===== src/tsoa_pkg.sv =====
// Package for the two-stacks-in-one-array block: sizes, codes and shared types.
// Used by every module of the block; depends on nothing.

package tsoa_pkg;

  // Storage geometry.
  localparam int DEPTH  = 16;
  localparam int AW     = (DEPTH > 1) ? $clog2(DEPTH) : 1;
  localparam int CNT_W  = $clog2(DEPTH + 1);
  localparam int DATA_W = 32;
  localparam int IDX_W  = 4;

  // Operation codes.
  localparam logic [2:0] OP_PUSH    = 3'd0;
  localparam logic [2:0] OP_POP     = 3'd1;
  localparam logic [2:0] OP_SEARCH  = 3'd2;
  localparam logic [2:0] OP_REPLACE = 3'd3;
  localparam logic [2:0] OP_DUMP    = 3'd4;

  // Stack selectors.
  localparam logic SIDE_LOW  = 1'b0;
  localparam logic SIDE_HIGH = 1'b1;

  // Result status codes.
  localparam logic [1:0] ST_OK       = 2'd0;
  localparam logic [1:0] ST_OVERFLOW = 2'd1;
  localparam logic [1:0] ST_EMPTY    = 2'd2;
  localparam logic [1:0] ST_NOTFOUND = 2'd3;

  // One result beat as it leaves the sequencer.
  typedef struct packed {
    logic [1:0]               status;
    logic [IDX_W-1:0]         index;
    logic signed [DATA_W-1:0] value;
    logic                     last;
  } res_t;

  // Storage access request: one write port and one read port.
  typedef struct packed {
    logic                     we;
    logic [AW-1:0]            waddr;
    logic signed [DATA_W-1:0] wdata;
    logic                     re;
    logic [AW-1:0]            raddr;
  } mem_req_t;

  // Array index of the n-th entry of a stack, counted from its bottom.
  function automatic logic [AW-1:0] slot_of(input logic side, input logic [CNT_W-1:0] n);
    logic [AW-1:0] top;
    top = AW'(DEPTH - 1);
    return (side == SIDE_HIGH) ? (top - n[AW-1:0]) : n[AW-1:0];
  endfunction

  // Array index as reported on the result, low bits only.
  function automatic logic [IDX_W-1:0] to_idx(input logic [AW-1:0] a);
    logic [AW+IDX_W-1:0] wide;
    wide = {{IDX_W{1'b0}}, a};
    return wide[IDX_W-1:0];
  endfunction

endpackage


===== src/tsoa_store.sv =====
// Word storage shared by both stacks: one write port, one read port.
// Read data is registered and holds while no read is issued. Uses tsoa_pkg.

module tsoa_store (
  input  logic                              clk_i,
  input  tsoa_pkg::mem_req_t                req_i,
  output logic signed [tsoa_pkg::DATA_W-1:0] rdata_o
);
  import tsoa_pkg::*;

  logic signed [DATA_W-1:0] mem_q [DEPTH];
  logic signed [DATA_W-1:0] rdata_q;

  // Synchronous write.
  always_ff @(posedge clk_i) begin
    if (req_i.we) begin
      mem_q[req_i.waddr] <= req_i.wdata;
    end
  end

  // Synchronous read; the last read word stays until the next read.
  always_ff @(posedge clk_i) begin
    if (req_i.re) begin
      rdata_q <= mem_q[req_i.raddr];
    end
  end

  assign rdata_o = rdata_q;

endmodule


===== src/tsoa_ctrl.sv =====
// Sequencer for the two stacks: holds the stack counts, drives the storage
// ports and produces result beats. Uses tsoa_pkg.

module tsoa_ctrl (
  input  logic                               clk_i,
  input  logic                               rst_ni,
  // Item input.
  input  logic                               in_valid_i,
  output logic                               in_ready_o,
  input  logic [2:0]                         in_op_i,
  input  logic                               in_side_i,
  input  logic signed [tsoa_pkg::DATA_W-1:0] in_value_i,
  input  logic signed [tsoa_pkg::DATA_W-1:0] in_new_value_i,
  // Result output.
  output logic                               res_valid_o,
  input  logic                               res_ready_i,
  output tsoa_pkg::res_t                     res_o,
  // Storage port.
  output tsoa_pkg::mem_req_t                 mem_req_o,
  input  logic signed [tsoa_pkg::DATA_W-1:0] mem_rdata_i
);
  import tsoa_pkg::*;

  typedef enum logic [2:0] {
    S_IDLE,
    S_EXEC,
    S_POPW,
    S_WALK,
    S_EMIT
  } state_e;

  state_e                   state_q;
  logic [2:0]               op_q;
  logic                     side_q;
  logic signed [DATA_W-1:0] val_q;
  logic signed [DATA_W-1:0] nval_q;
  logic [CNT_W-1:0]         low_q;
  logic [CNT_W-1:0]         high_q;
  logic [CNT_W-1:0]         n_q;
  logic                     rd_pend_q;
  logic [AW-1:0]            pidx_q;
  logic                     hold_vld_q;
  logic [AW-1:0]            hold_idx_q;
  logic signed [DATA_W-1:0] hold_val_q;
  res_t                     res_q;

  logic [CNT_W-1:0] cur_cnt;
  logic [CNT_W:0]   total;
  logic             full;
  logic             empty;
  logic [AW-1:0]    push_idx;
  logic [AW-1:0]    pop_idx;
  logic [AW-1:0]    walk_idx;
  logic             match;
  logic             emit_early;
  logic             consume;
  logic             more;
  logic             issue;
  logic             done;

  // Stack occupancy and the indexes that the current item touches.
  assign cur_cnt  = (side_q == SIDE_HIGH) ? high_q : low_q;
  assign total    = {1'b0, low_q} + {1'b0, high_q};
  assign full     = (total >= (CNT_W + 1)'(DEPTH));
  assign empty    = (cur_cnt == '0);
  assign push_idx = slot_of(side_q, cur_cnt);
  assign pop_idx  = slot_of(side_q, cur_cnt - CNT_W'(1));
  assign walk_idx = slot_of(side_q, n_q);

  // Walk control: one read in flight, one matched entry held back so that
  // the final beat of the run can carry last.
  assign match      = (op_q == OP_DUMP) || (mem_rdata_i == val_q);
  assign emit_early = (state_q == S_WALK) && rd_pend_q && match && hold_vld_q;
  assign consume    = (state_q == S_WALK) && rd_pend_q &&
                      (!(match && hold_vld_q) || res_ready_i);
  assign more       = (n_q != cur_cnt);
  assign issue      = (state_q == S_WALK) && more && (!rd_pend_q || consume);
  assign done       = (state_q == S_WALK) && !rd_pend_q && !more;

  assign in_ready_o = (state_q == S_IDLE);

  // Result beat selection.
  always_comb begin
    res_valid_o = 1'b0;
    res_o       = res_q;
    if (state_q == S_EMIT) begin
      res_valid_o = 1'b1;
    end else if (emit_early) begin
      res_valid_o  = 1'b1;
      res_o.status = ST_OK;
      res_o.index  = to_idx(hold_idx_q);
      res_o.value  = hold_val_q;
      res_o.last   = 1'b0;
    end else if (done) begin
      res_valid_o = 1'b1;
      res_o.last  = 1'b1;
      if (hold_vld_q) begin
        res_o.status = ST_OK;
        res_o.index  = to_idx(hold_idx_q);
        res_o.value  = hold_val_q;
      end else begin
        res_o.status = ST_NOTFOUND;
        res_o.index  = '0;
        res_o.value  = '0;
      end
    end
  end

  // Storage requests.
  always_comb begin
    mem_req_o = '0;
    if ((state_q == S_EXEC) && (op_q == OP_PUSH) && !full) begin
      mem_req_o.we    = 1'b1;
      mem_req_o.waddr = push_idx;
      mem_req_o.wdata = val_q;
    end else if (consume && match && (op_q == OP_REPLACE)) begin
      mem_req_o.we    = 1'b1;
      mem_req_o.waddr = pidx_q;
      mem_req_o.wdata = nval_q;
    end
    if ((state_q == S_EXEC) && (op_q == OP_POP) && !empty) begin
      mem_req_o.re    = 1'b1;
      mem_req_o.raddr = pop_idx;
    end else if (issue) begin
      mem_req_o.re    = 1'b1;
      mem_req_o.raddr = walk_idx;
    end
  end

  // State, counts and registered result fields.
  always_ff @(posedge clk_i or negedge rst_ni) begin
    if (!rst_ni) begin
      state_q    <= S_IDLE;
      low_q      <= '0;
      high_q     <= '0;
      n_q        <= '0;
      rd_pend_q  <= 1'b0;
      hold_vld_q <= 1'b0;
    end else begin
      unique case (state_q)
        S_IDLE: begin
          if (in_valid_i) begin
            op_q    <= in_op_i;
            side_q  <= in_side_i;
            val_q   <= in_value_i;
            nval_q  <= in_new_value_i;
            state_q <= S_EXEC;
          end
        end
        S_EXEC: begin
          res_q.status <= ST_OK;
          res_q.index  <= '0;
          res_q.value  <= '0;
          res_q.last   <= 1'b1;
          priority if (op_q > OP_DUMP) begin
            state_q <= S_EMIT;
          end else if (op_q == OP_PUSH) begin
            if (full) begin
              res_q.status <= ST_OVERFLOW;
            end else begin
              res_q.index <= to_idx(push_idx);
              if (side_q == SIDE_HIGH) begin
                high_q <= high_q + CNT_W'(1);
              end else begin
                low_q <= low_q + CNT_W'(1);
              end
            end
            state_q <= S_EMIT;
          end else if (empty) begin
            res_q.status <= ST_EMPTY;
            state_q      <= S_EMIT;
          end else if (op_q == OP_POP) begin
            res_q.index <= to_idx(pop_idx);
            if (side_q == SIDE_HIGH) begin
              high_q <= high_q - CNT_W'(1);
            end else begin
              low_q <= low_q - CNT_W'(1);
            end
            state_q <= S_POPW;
          end else begin
            n_q        <= '0;
            rd_pend_q  <= 1'b0;
            hold_vld_q <= 1'b0;
            state_q    <= S_WALK;
          end
        end
        S_POPW: begin
          res_q.value <= mem_rdata_i;
          state_q     <= S_EMIT;
        end
        S_WALK: begin
          if (issue) begin
            n_q       <= n_q + CNT_W'(1);
            pidx_q    <= walk_idx;
            rd_pend_q <= 1'b1;
          end else if (consume) begin
            rd_pend_q <= 1'b0;
          end
          if (consume && match) begin
            hold_vld_q <= 1'b1;
            hold_idx_q <= pidx_q;
            hold_val_q <= mem_rdata_i;
          end
          if (done && res_ready_i) begin
            state_q <= S_IDLE;
          end
        end
        S_EMIT: begin
          if (res_ready_i) begin
            state_q <= S_IDLE;
          end
        end
        default: begin
          state_q <= S_IDLE;
        end
      endcase
    end
  end

endmodule


===== src/two_stacks_one_array.sv =====
// Top level of the two-stacks-in-one-array block: stream ports and output register.
// Instantiates tsoa_ctrl and tsoa_store; uses tsoa_pkg.
//
//   channel   direction  tdata (low bit up)          tuser          tlast
//   s_axis    in         value, new_value (64 bits)  op, side       -
//   m_axis    out        index, value_res, 4'b0      status         last
//
// Push, unknown operations and failed items pass through the execute and emit states to the
// output register; pop adds a wait state for the registered storage read.
// Search, replace and dump walk a stack of n entries with one storage read per entry
// through the single read port.
// Reset clears both stack counts at once; the storage needs no clearing pass.
// A stalled result holds the walk; a new item is taken while the last beat waits.

module two_stacks_one_array (
  input  logic        clk_i,
  input  logic        rst_ni,
  input  logic        s_axis_tvalid,
  output logic        s_axis_tready,
  input  logic [63:0] s_axis_tdata,   // value [31:0], new_value [63:32]
  input  logic [3:0]  s_axis_tuser,   // op [2:0], side [3]
  output logic        m_axis_tvalid,
  input  logic        m_axis_tready,
  output logic [39:0] m_axis_tdata,   // index [3:0], value_res [35:4], zero [39:36]
  output logic [1:0]  m_axis_tuser,   // status [1:0]
  output logic        m_axis_tlast
);
  import tsoa_pkg::*;

  logic                     res_valid;
  logic                     res_ready;
  res_t                     res;
  mem_req_t                 mem_req;
  logic signed [DATA_W-1:0] mem_rdata;
  logic                     out_vld_q;
  res_t                     out_q;

  tsoa_ctrl u_ctrl (
    .clk_i          (clk_i),
    .rst_ni         (rst_ni),
    .in_valid_i     (s_axis_tvalid),
    .in_ready_o     (s_axis_tready),
    .in_op_i        (s_axis_tuser[2:0]),
    .in_side_i      (s_axis_tuser[3]),
    .in_value_i     (s_axis_tdata[31:0]),
    .in_new_value_i (s_axis_tdata[63:32]),
    .res_valid_o    (res_valid),
    .res_ready_i    (res_ready),
    .res_o          (res),
    .mem_req_o      (mem_req),
    .mem_rdata_i    (mem_rdata)
  );

  tsoa_store u_store (
    .clk_i   (clk_i),
    .req_i   (mem_req),
    .rdata_o (mem_rdata)
  );

  // Output register between the sequencer and the result stream.
  assign res_ready = !out_vld_q || m_axis_tready;

  always_ff @(posedge clk_i or negedge rst_ni) begin
    if (!rst_ni) begin
      out_vld_q <= 1'b0;
    end else if (res_ready) begin
      out_vld_q <= res_valid;
    end
  end

  always_ff @(posedge clk_i) begin
    if (res_ready && res_valid) begin
      out_q <= res;
    end
  end

  assign m_axis_tvalid = out_vld_q;
  assign m_axis_tdata  = {4'b0000, out_q.value, out_q.index};
  assign m_axis_tuser  = out_q.status;
  assign m_axis_tlast  = out_q.last;

endmodule


===== config.mk =====
export PLATFORM = sky130hd
export DESIGN_NAME = two_stacks_one_array
export DESIGN_NICKNAME = d
export VERILOG_FILES = /design/src/tsoa_pkg.sv /design/src/tsoa_store.sv /design/src/tsoa_ctrl.sv /design/src/two_stacks_one_array.sv
export SDC_FILE = /design/constraint.sdc
export NUM_CORES = 1
export LEC_CHECK = 0
export BUFFER_PORTS_ARGS = -buffer_cell sky130_fd_sc_hd__buf_2
export CORE_UTILIZATION = 55
export CTS_BUF_LIST = sky130_fd_sc_hd__clkbuf_8
export CTS_CLUSTER_SIZE = 14
export DETAILED_ROUTE_END_ITERATION = 8
export PLACE_DENSITY = 0.72
export SETUP_SLACK_MARGIN = 0.3
export SYNTH_ARGS = -nofsm -noshare
export SYNTH_HDL_FRONTEND = slang
export SYNTH_SLANG_ARGS = --single-unit

===== constraint.sdc =====
create_clock -name clk_i -period 7.8 [get_ports clk_i]
set_input_delay 0.39 -clock clk_i [delete_from_list [all_inputs] [get_ports clk_i]]
set_output_delay 0.39 -clock clk_i [all_outputs]
set_load 0.02 [all_outputs]

==> flow_summary.rst, run 1 <==
.. list-table::
   :header-rows: 1

   * - Metric
     - Value
   * - Resized cells post-CTS
     - 0
   * - Post-route fraction of the period consumed by the critical path
     - 65.90%
   * - Gate count of the mapped netlist
     - 2,089
   * - Count of filler cells inserted in the layout
     - 3,910
   * - Detailed-route vias per instance
     - 6.250
   * - Cell with the most instances after synthesis
     - sky130_fd_sc_hd__edfxtp_1
   * - Internal power summed over all cells
     - 7.069 mW
   * - Via count of the first global-routing pass
     - 18,980
   * - Leakage power total
     - 12.41 nW
   * - Per-instance average area after synthesis
     - 14.69 sq um
   * - Synth unique cells
     - 66
   * - Detailed placement HPWL
     - 45.04 mm
   * - Total CTS buffers
     - 115
   * - Routed len/inst
     - 25.19 um
   * - Global placement routability congestion
     - 0.8730
   * - Proportion of layout cells with a drive suffix above 1
     - 15.95%
   * - DRC violation total after the first TritonRoute iteration
     - 2,073
   * - Library cell occupying the most area in the post-synthesis netlist
     - sky130_fd_sc_hd__edfxtp_1
   * - Largest fanout on the critical path
     - 65
   * - Worst endpoint data arrival time
     - 5.57 ns
   * - Count of nets after finishing
     - 2,379
   * - Wire length of the first global-routing pass
     - 117.8 mm
   * - Number of flip-flops and latches in the synthesized netlist
     - 750
   * - Global-route usage over all layers
     - 27.99%
   * - Height of the die
     - 238.2 um
   * - H-tree depth
     - 3
   * - Starting utilization of the core area
     - 55.69%
   * - Post-synth EDFFs
     - 729
   * - Core area
     - 55,090 sq um
   * - Width of the die
     - 238.2 um
   * - Clock network fraction of design power
     - 33.1%
   * - Outcome
     - finished, final reports clean
   * - Setup-failing EPs final
     - 0
   * - Antenna violations before repair
     - 1
   * - Number of remaining DRC errors
     - 0
   * - Highest clock rate
     - 194.5 MHz
   * - Max IR drop VDD
     - 164.4 uV
   * - Proportion of synthesized flip-flops having asynchronous set or reset
     - 2.800%
   * - Power share of the sequential group
     - 50.8%
   * - Data required time at the worst endpoint
     - 8.23 ns
   * - Depth of the most critical reg-to-reg path
     - 10
   * - Total count of hold-check failures in the final report
     - 0
   * - Clk pin slew, worst setup/hold paths
     - 0.06 ns
   * - Total I/O pin count
     - 117
   * - Hold Worst Slack
     - 0.2085 ns
   * - RSZ-0062 raised after global routing
     - false
   * - Clock sinks
     - 750
   * - Total Wirelength
     - 78.91 mm
   * - Count of pins over their slew limit
     - 0
   * - Area contributors post-synth
     - sky130_fd_sc_hd__edfxtp_1, sky130_fd_sc_hd__nand2_1, sky130_fd_sc_hd__mux2i_1
   * - Power dissipated by switching net loads
     - 2.698 mW
   * - Number of warnings issued by yosys
     - 0
   * - CTS root buffer
     - sky130_fd_sc_hd__clkbuf_8
   * - Fin Setup TNS
     - 0 ns
   * - Most used standard cells in the synthesized netlist
     - sky130_fd_sc_hd__edfxtp_1, sky130_fd_sc_hd__nand2_1, sky130_fd_sc_hd__nand3_1
   * - Clock tree from TritonCTS
     - done
   * - Worst clock skew
     - 0.02937 ns
   * - Clock Latency Late Sink
     - 0.72 ns
   * - Cell area after synthesis
     - 30,680 sq um
   * - Type of element capturing the critical path
     - flip-flop
   * - Max-capacitance violation count
     - 0
   * - Combinational share of power
     - 16.0%
   * - Startpoint types
     - flip-flop
   * - Switching share of total power
     - 27.62%
   * - Power per Cell Area
     - 278.8 nW/um^2
   * - Total congestion overflow after global routing
     - 0
   * - Sequential share of the synthesized area
     - 73.06%
   * - Number of nets with antenna violations after routing
     - 0
   * - Slew of the pin with the lowest slew margin
     - 1.305 ns
   * - Area growth, synth to finish
     - 14.18%
   * - Final min period
     - 5.140 ns
   * - First-pass detailed-route iteration total
     - 7
   * - Total Die Area
     - 56,730 sq um
   * - Pin count of the biggest net entering global routing
     - 69
   * - Primary FF master, synth
     - sky130_fd_sc_hd__edfxtp_1
   * - Number of vias in the routed layout
     - 19,580
   * - Number of setup buffers added after CTS
     - 0
   * - Number of I/O port buffers
     - 112
   * - Synth top area share
     - 71.35%
   * - Deepest clock path buffer count
     - 3
   * - Hold crit path type
     - primary input to async pin
   * - Worst Setup Path Type
     - flip-flop to flip-flop
   * - Standard-cell rows
     - 86
   * - Max-slew headroom at the worst pin
     - 12.10%
what timing repair did:
item	CTS	global route
hold endpoints to repair	91	0
hold buffers	71	0
endpoints found under the setup margin	0	0
kinds of logic (layout without fill, tap and decap cells):
logic type	Yosys count	in the layout	share of synthesized area (%)
adder cells (fa/ha/maj)	17	17	0.7422
flip-flops	750	750	73.06
AND/OR/NAND/NOR	651	651	10.19
other	1	7	0.01222
AO/OA/AOI/OAI	395	395	9.669
XOR/XNOR	58	58	1.680
multiplexers	72	72	2.414
buffers and inverters	145	435	2.235
power by group through the flow:
| stage | clock [mW] | sequential, mW | combinational [mW] |
|---|---|---|---|
| after floorplan | 0 | 5.01 | 1.04 |
| after CTS | 3.27 | 4.96 | 1.55 |
| after detailed placement | 0 | 5.04 | 1.52 |
| final | 3.24 | 4.97 | 1.56 |
| after global placement | 0 | 5.03 | 1.49 |
| after global routing | 3.45 | 4.98 | 1.68 |
layout by cell type, fill, tap and decap left out, types with 15 or more instances in the layout:
cell type / netlist / routed
sky130_fd_sc_hd__edfxtp_1: 729 / 729
sky130_fd_sc_hd__nand2_1: 353 / 351
sky130_fd_sc_hd__nand3_1: 132 / 132
sky130_fd_sc_hd__clkbuf_8: 0 / 123
sky130_fd_sc_hd__buf_2: 35 / 112
sky130_fd_sc_hd__o21ai_0: 81 / 81
sky130_fd_sc_hd__dlygate4sd3_1: 0 / 71
sky130_fd_sc_hd__a22o_1: 69 / 69
sky130_fd_sc_hd__mux2i_1: 67 / 67
sky130_fd_sc_hd__a32o_1: 65 / 65
sky130_fd_sc_hd__o221ai_1: 64 / 64
sky130_fd_sc_hd__a21oi_1: 46 / 44
sky130_fd_sc_hd__xnor2_1: 43 / 43
sky130_fd_sc_hd__inv_1: 6 / 37
sky130_fd_sc_hd__buf_4: 6 / 37
sky130_fd_sc_hd__and2_1: 37 / 36
sky130_fd_sc_hd__o22ai_1: 32 / 32
sky130_fd_sc_hd__nor4_2: 32 / 32
sky130_fd_sc_hd__clkinv_1: 0 / 32
sky130_fd_sc_hd__nor2_1: 53 / 31
sky130_fd_sc_hd__nor2_4: 2 / 24
sky130_fd_sc_hd__dfrtp_1: 21 / 21
sky130_fd_sc_hd__ha_1: 15 / 15
worst max-delay path, stage by stage, from the launching register on:
cell,delay (ns)
sky130_fd_sc_hd__edfxtp_1,1.02
sky130_fd_sc_hd__mux2i_4,0.39
sky130_fd_sc_hd__xor2_1,0.19
sky130_fd_sc_hd__nand4_2,0.18
sky130_fd_sc_hd__o211ai_2,0.31
sky130_fd_sc_hd__a21oi_4,0.04
sky130_fd_sc_hd__buf_4,0.35
sky130_fd_sc_hd__nor2_4,0.91
sky130_fd_sc_hd__nor2_4,0.43
sky130_fd_sc_hd__a32o_1,0.40
sky130_fd_sc_hd__nor4_1,0.57
final timing paths:
path / start / slack [ns] / endpoint
setup / recovery: u_ctrl.side_q / 2.66 / u_store.rdata_o[31]
hold / removal: rst_ni / 0.21 / u_ctrl.low_q[2]
setup reg to reg: u_ctrl.side_q / 2.66 / u_store.rdata_o[31]
hold reg to reg: u_store.rdata_o[5] / 0.50 / u_ctrl.hold_val_q[5]
max in group asynchronous: rst_ni / 7.20 / m_axis_tvalid
min in group clk_i: s_axis_tdata[21] / 0.38 / u_ctrl.val_q[21]
through the flow:
stage	total power [mW]	cell area, sq um	worst slack, ns	std cells	util [%]
6_report	9.767	35030	2.660	3133	63.59
5_1_grt	10.12	35030	2.483	3132	63.58
4_1_cts	9.786	35020	2.811	3130	63.57
3_5_place_dp	6.558	32040	2.830	2850	58.15
3_3_place_gp	6.523	32040	2.910	2850	58.15
2_1_floorplan	6.051	30690	3.871	2092	-
cell type report:
type | instances | area (sq um) | area share (%)
Sequential cell | 750 | 22420 | 63.99
Multi-Input combinational cell | 1197 | 7823 | 22.33
Timing Repair Buffer | 220 | 1549 | 4.422
Tap cell | 748 | 935.9 | 2.672
Antenna cell | 3 | 7.507 | 0.02143
Clock inverter | 86 | 585.6 | 1.671
Inverter | 6 | 22.52 | 0.06429
Clock buffer | 123 | 1693 | 4.832
flip-flops by register name, indices dropped and copies added (netlist names), 2 cells and up:
register and count:
u_ctrl.state_q 3, u_ctrl.hold_idx_q 4, u_ctrl.pidx_q 4, m_axis_tuser 2
u_ctrl.hold_val_q 32, u_ctrl.nval_q 32, u_ctrl.low_q 5, u_store.rdata_o 32
u_ctrl.op_q 3, u_ctrl.high_q 5, u_ctrl.val_q 32, u_store.mem_q 512
u_ctrl.res_q 38, u_ctrl.n_q 5, m_axis_tdata 36
metal layers:
layer | up-vias | track usage, % | wire [um]
li1 | 8491 | - | -
met1 | 9690 | 39.39 | 31770
met2 | 1199 | 43.38 | 36610
met3 | 201 | 6.039 | 8105
met4 | 0 | 9.965 | 2427
met5 | - | 0 | 0
No activity file was read; power rests on OpenSTA's default activity.
==> inputs of run 2 (changes only) <==
==> constraint.sdc (replaced) <==
create_clock -name clk_i -period 5.04 [get_ports clk_i]
set_input_delay 0.252 -clock clk_i [delete_from_list [all_inputs] [get_ports clk_i]]
set_output_delay 0.252 -clock clk_i [all_outputs]
set_load 0.02 [all_outputs]
==> run 2 against run 1 <==
Effect of this change:
- clock power up 49%
- utilization up 0.63 points
- wire length up 4.5%
- flip-flop and latch count unchanged
- via count up 1.6%
- non-clock buffer count up 24
- total power up 55%
- setup slack worse by 2.1 ns
- sequential power up 54%
- cell count up 0.93%
- global-route usage up 1.3 points
==> flow_summary.rst, run 2 (same netlist as run 1, synthesis figures left out) <==
.. list-table::
   :header-rows: 1

   * - Metric
     - Value
   * - Count of filler cells inserted in the layout
     - 3,902
   * - Hold crit path type
     - primary input to flip-flop
   * - Power per Cell Area
     - 427.8 nW/um^2
   * - Global placement routability congestion
     - 0.8971
   * - Number of I/O port buffers
     - 112
   * - Highest clock rate
     - 224.2 MHz
   * - Number of remaining DRC errors
     - 0
   * - Internal power summed over all cells
     - 10.76 mW
   * - Total Die Area
     - 56,730 sq um
   * - Reg with most FFs
     - u_store.mem_q
   * - Number of setup buffers added after CTS
     - 0
   * - H-tree depth
     - 3
   * - WHS Path Cells
     - 2
   * - Total Wirelength
     - 82.44 mm
   * - Width of the die
     - 238.2 um
   * - Number of vias in the routed layout
     - 19,890
   * - Total congestion overflow after global routing
     - 0
   * - Combinational share of power
     - 17.5%
   * - Max IR drop VDD
     - 243.9 uV
   * - Leakage power total
     - 12.59 nW
   * - Count of pins over their slew limit
     - 0
   * - Number of nets with antenna violations after routing
     - 0
   * - First-pass detailed-route iteration total
     - 5
   * - Pin count of the biggest net entering global routing
     - 69
   * - Depth of the most critical reg-to-reg path
     - 11
   * - Leading cell types in the layout, fill and taps excluded
     - sky130_fd_sc_hd__edfxtp_1, sky130_fd_sc_hd__nand2_1, sky130_fd_sc_hd__nand3_1, sky130_fd_sc_hd__clkbuf_8, sky130_fd_sc_hd__buf_2
   * - Flip-flop count of the largest register after layout
     - 512
   * - Clk pin slew, worst setup/hold paths
     - 0.06 ns
   * - Detailed placement HPWL
     - 51.26 mm
   * - Dpl ws
     - 0.7026 ns
   * - Total I/O pin count
     - 117
   * - Clock sinks
     - 750
   * - Global-route usage over all layers
     - 29.30%
   * - Post-route fraction of the period consumed by the critical path
     - 88.50%
   * - Most common cell after layout, fill and taps aside
     - sky130_fd_sc_hd__edfxtp_1
   * - Total CTS buffers
     - 116
   * - Standard-cell rows
     - 86
   * - RSZ-0062 raised after global routing
     - false
   * - Max-slew headroom at the worst pin
     - 16.06%
   * - DRC violation total after the first TritonRoute iteration
     - 2,404
   * - Wire length of the first global-routing pass
     - 121.4 mm
   * - Final min period
     - 4.460 ns
   * - Via count of the first global-routing pass
     - 19,130
   * - Clock Latency Late Sink
     - 0.76 ns
   * - Core area
     - 55,090 sq um
   * - Area growth, synth to finish
     - 15.30%
   * - Deepest clock path buffer count
     - 3
   * - Antenna violations before repair
     - 1
   * - Outcome
     - finished, final reports clean
   * - Count of nets after finishing
     - 2,404
   * - Starting utilization of the core area
     - 55.69%
   * - Worst endpoint data arrival time
     - 4.93 ns
   * - Total count of hold-check failures in the final report
     - 0
   * - Fin Setup TNS
     - 0 ns
   * - CTS root buffer
     - sky130_fd_sc_hd__clkbuf_8
   * - Max-capacitance violation count
     - 0
   * - Worst Setup Path Type
     - flip-flop to flip-flop
   * - Worst clock skew
     - 0.05220 ns
   * - Type of element capturing the critical path
     - flip-flop
   * - Height of the die
     - 238.2 um
   * - Detailed-route vias per instance
     - 6.289
   * - Power dissipated by switching net loads
     - 4.372 mW
   * - Clock tree from TritonCTS
     - done
   * - Startpoint types
     - flip-flop
   * - Routed len/inst
     - 26.07 um
   * - Proportion of layout cells with a drive suffix above 1
     - 17.03%
   * - Data required time at the worst endpoint
     - 5.51 ns
   * - Power share of the sequential group
     - 50.5%
   * - Setup-failing EPs final
     - 0
   * - Slew of the pin with the lowest slew margin
     - 1.256 ns
   * - Switching share of total power
     - 28.89%
   * - Clock network fraction of design power
     - 32.0%
   * - Largest fanout on the critical path
     - 24
   * - PnR worst setup slack
     - 0.5796 ns
-- run 2: cell count changes in the layout (fill, tap and decap cells not counted), moves of 2 or more --
cell,before,now
sky130_fd_sc_hd__bufinv_16,9,4
sky130_fd_sc_hd__clkinv_2,12,25
sky130_fd_sc_hd__inv_6,0,3
sky130_fd_sc_hd__clkinv_1,32,28
sky130_fd_sc_hd__dlygate4sd3_1,71,74
sky130_fd_sc_hd__buf_12,0,19
sky130_fd_sc_hd__diode_2,3,1
sky130_fd_sc_hd__buf_4,37,39
-- run 2: worst paths after layout --
path,start,endpoint,slack (ns)
min in group asynchronous,rst_ni,u_ctrl.high_q[0],0.52
hold / removal,s_axis_tdata[59],u_ctrl.nval_q[27],0.21
max in group asynchronous,rst_ni,u_ctrl.low_q[4],3.43
setup reg to reg,u_ctrl.side_q,u_store.rdata_o[17],0.58
setup / recovery,u_ctrl.side_q,u_store.rdata_o[17],0.58
hold reg to reg,u_store.rdata_o[6],u_ctrl.hold_val_q[6],0.48
-- run 2: power by group through the flow --
stage / combinational, mW / sequential (mW) / clock (mW)
after detailed placement: 2.56 / 7.76 / 0
after global routing: 2.82 / 7.67 / 5.15
final: 2.65 / 7.64 / 4.84
after CTS: 2.63 / 7.64 / 4.89
after global placement: 2.51 / 7.74 / 0
after floorplan: 1.61 / 7.76 / 0
-- run 2: critical path: stages, from the launching register on --
cell                       delay (ns)
sky130_fd_sc_hd__edfxtp_1        1.02
sky130_fd_sc_hd__mux2i_4         0.39
sky130_fd_sc_hd__xor2_1          0.20
sky130_fd_sc_hd__nand4_2         0.19
sky130_fd_sc_hd__o211ai_2        0.32
sky130_fd_sc_hd__a21oi_4         0.07
sky130_fd_sc_hd__nor2_4          0.52
sky130_fd_sc_hd__buf_4           0.35
sky130_fd_sc_hd__buf_4           0.25
sky130_fd_sc_hd__nand2_1         0.08
sky130_fd_sc_hd__a32o_1          0.28
sky130_fd_sc_hd__nor4_2          0.48
-- run 2: area by class of cell --
class                      instances  area [sq um]  area share, %
inverter                           6         22.52        0.06366
clock inverter                    94         524.3          1.482
antenna                            1         2.502       0.007073
multi-input combinational       1197          7823          22.11
tap                              748         935.9          2.645
clock buffer                     122          1679          4.746
timing repair buffer             244          1974          5.581
sequential                       750         22420          63.36
-- run 2: repair_timing --
item                                   4_1_cts  5_1_grt
hold buffers                                74        0
gates resized for setup                      0        0
endpoints found under the hold margin       92        0
-- run 2: metal layers --
| layer | global-route usage, % | vias to the layer above | share of wire [%] |
|---|---|---|---|
| li1 | - | 8560 | - |
| met1 | 40.52 | 9901 | 39 |
| met2 | 45.64 | 1246 | 47 |
| met3 | 6.779 | 180 | 11 |
| met4 | 10.80 | 0 | 3.1 |
| met5 | 0 | - | 0 |
-- run 2: metrics by stage --
stage | power [mW] | area [sq um] | cells | util, % | hold WS, ns
floorplan | 9.365 | 30690 | 2092 | - | -0.04359
global placement | 10.25 | 32430 | 2871 | 58.87 | 0.2663
detailed placement | 10.32 | 32430 | 2871 | 58.87 | 0.2705
CTS | 15.15 | 35380 | 3161 | 64.21 | 0.1619
global route | 15.64 | 35380 | 3162 | 64.21 | 0.1933
finish | 15.13 | 35380 | 3162 | 64.21 | 0.2098
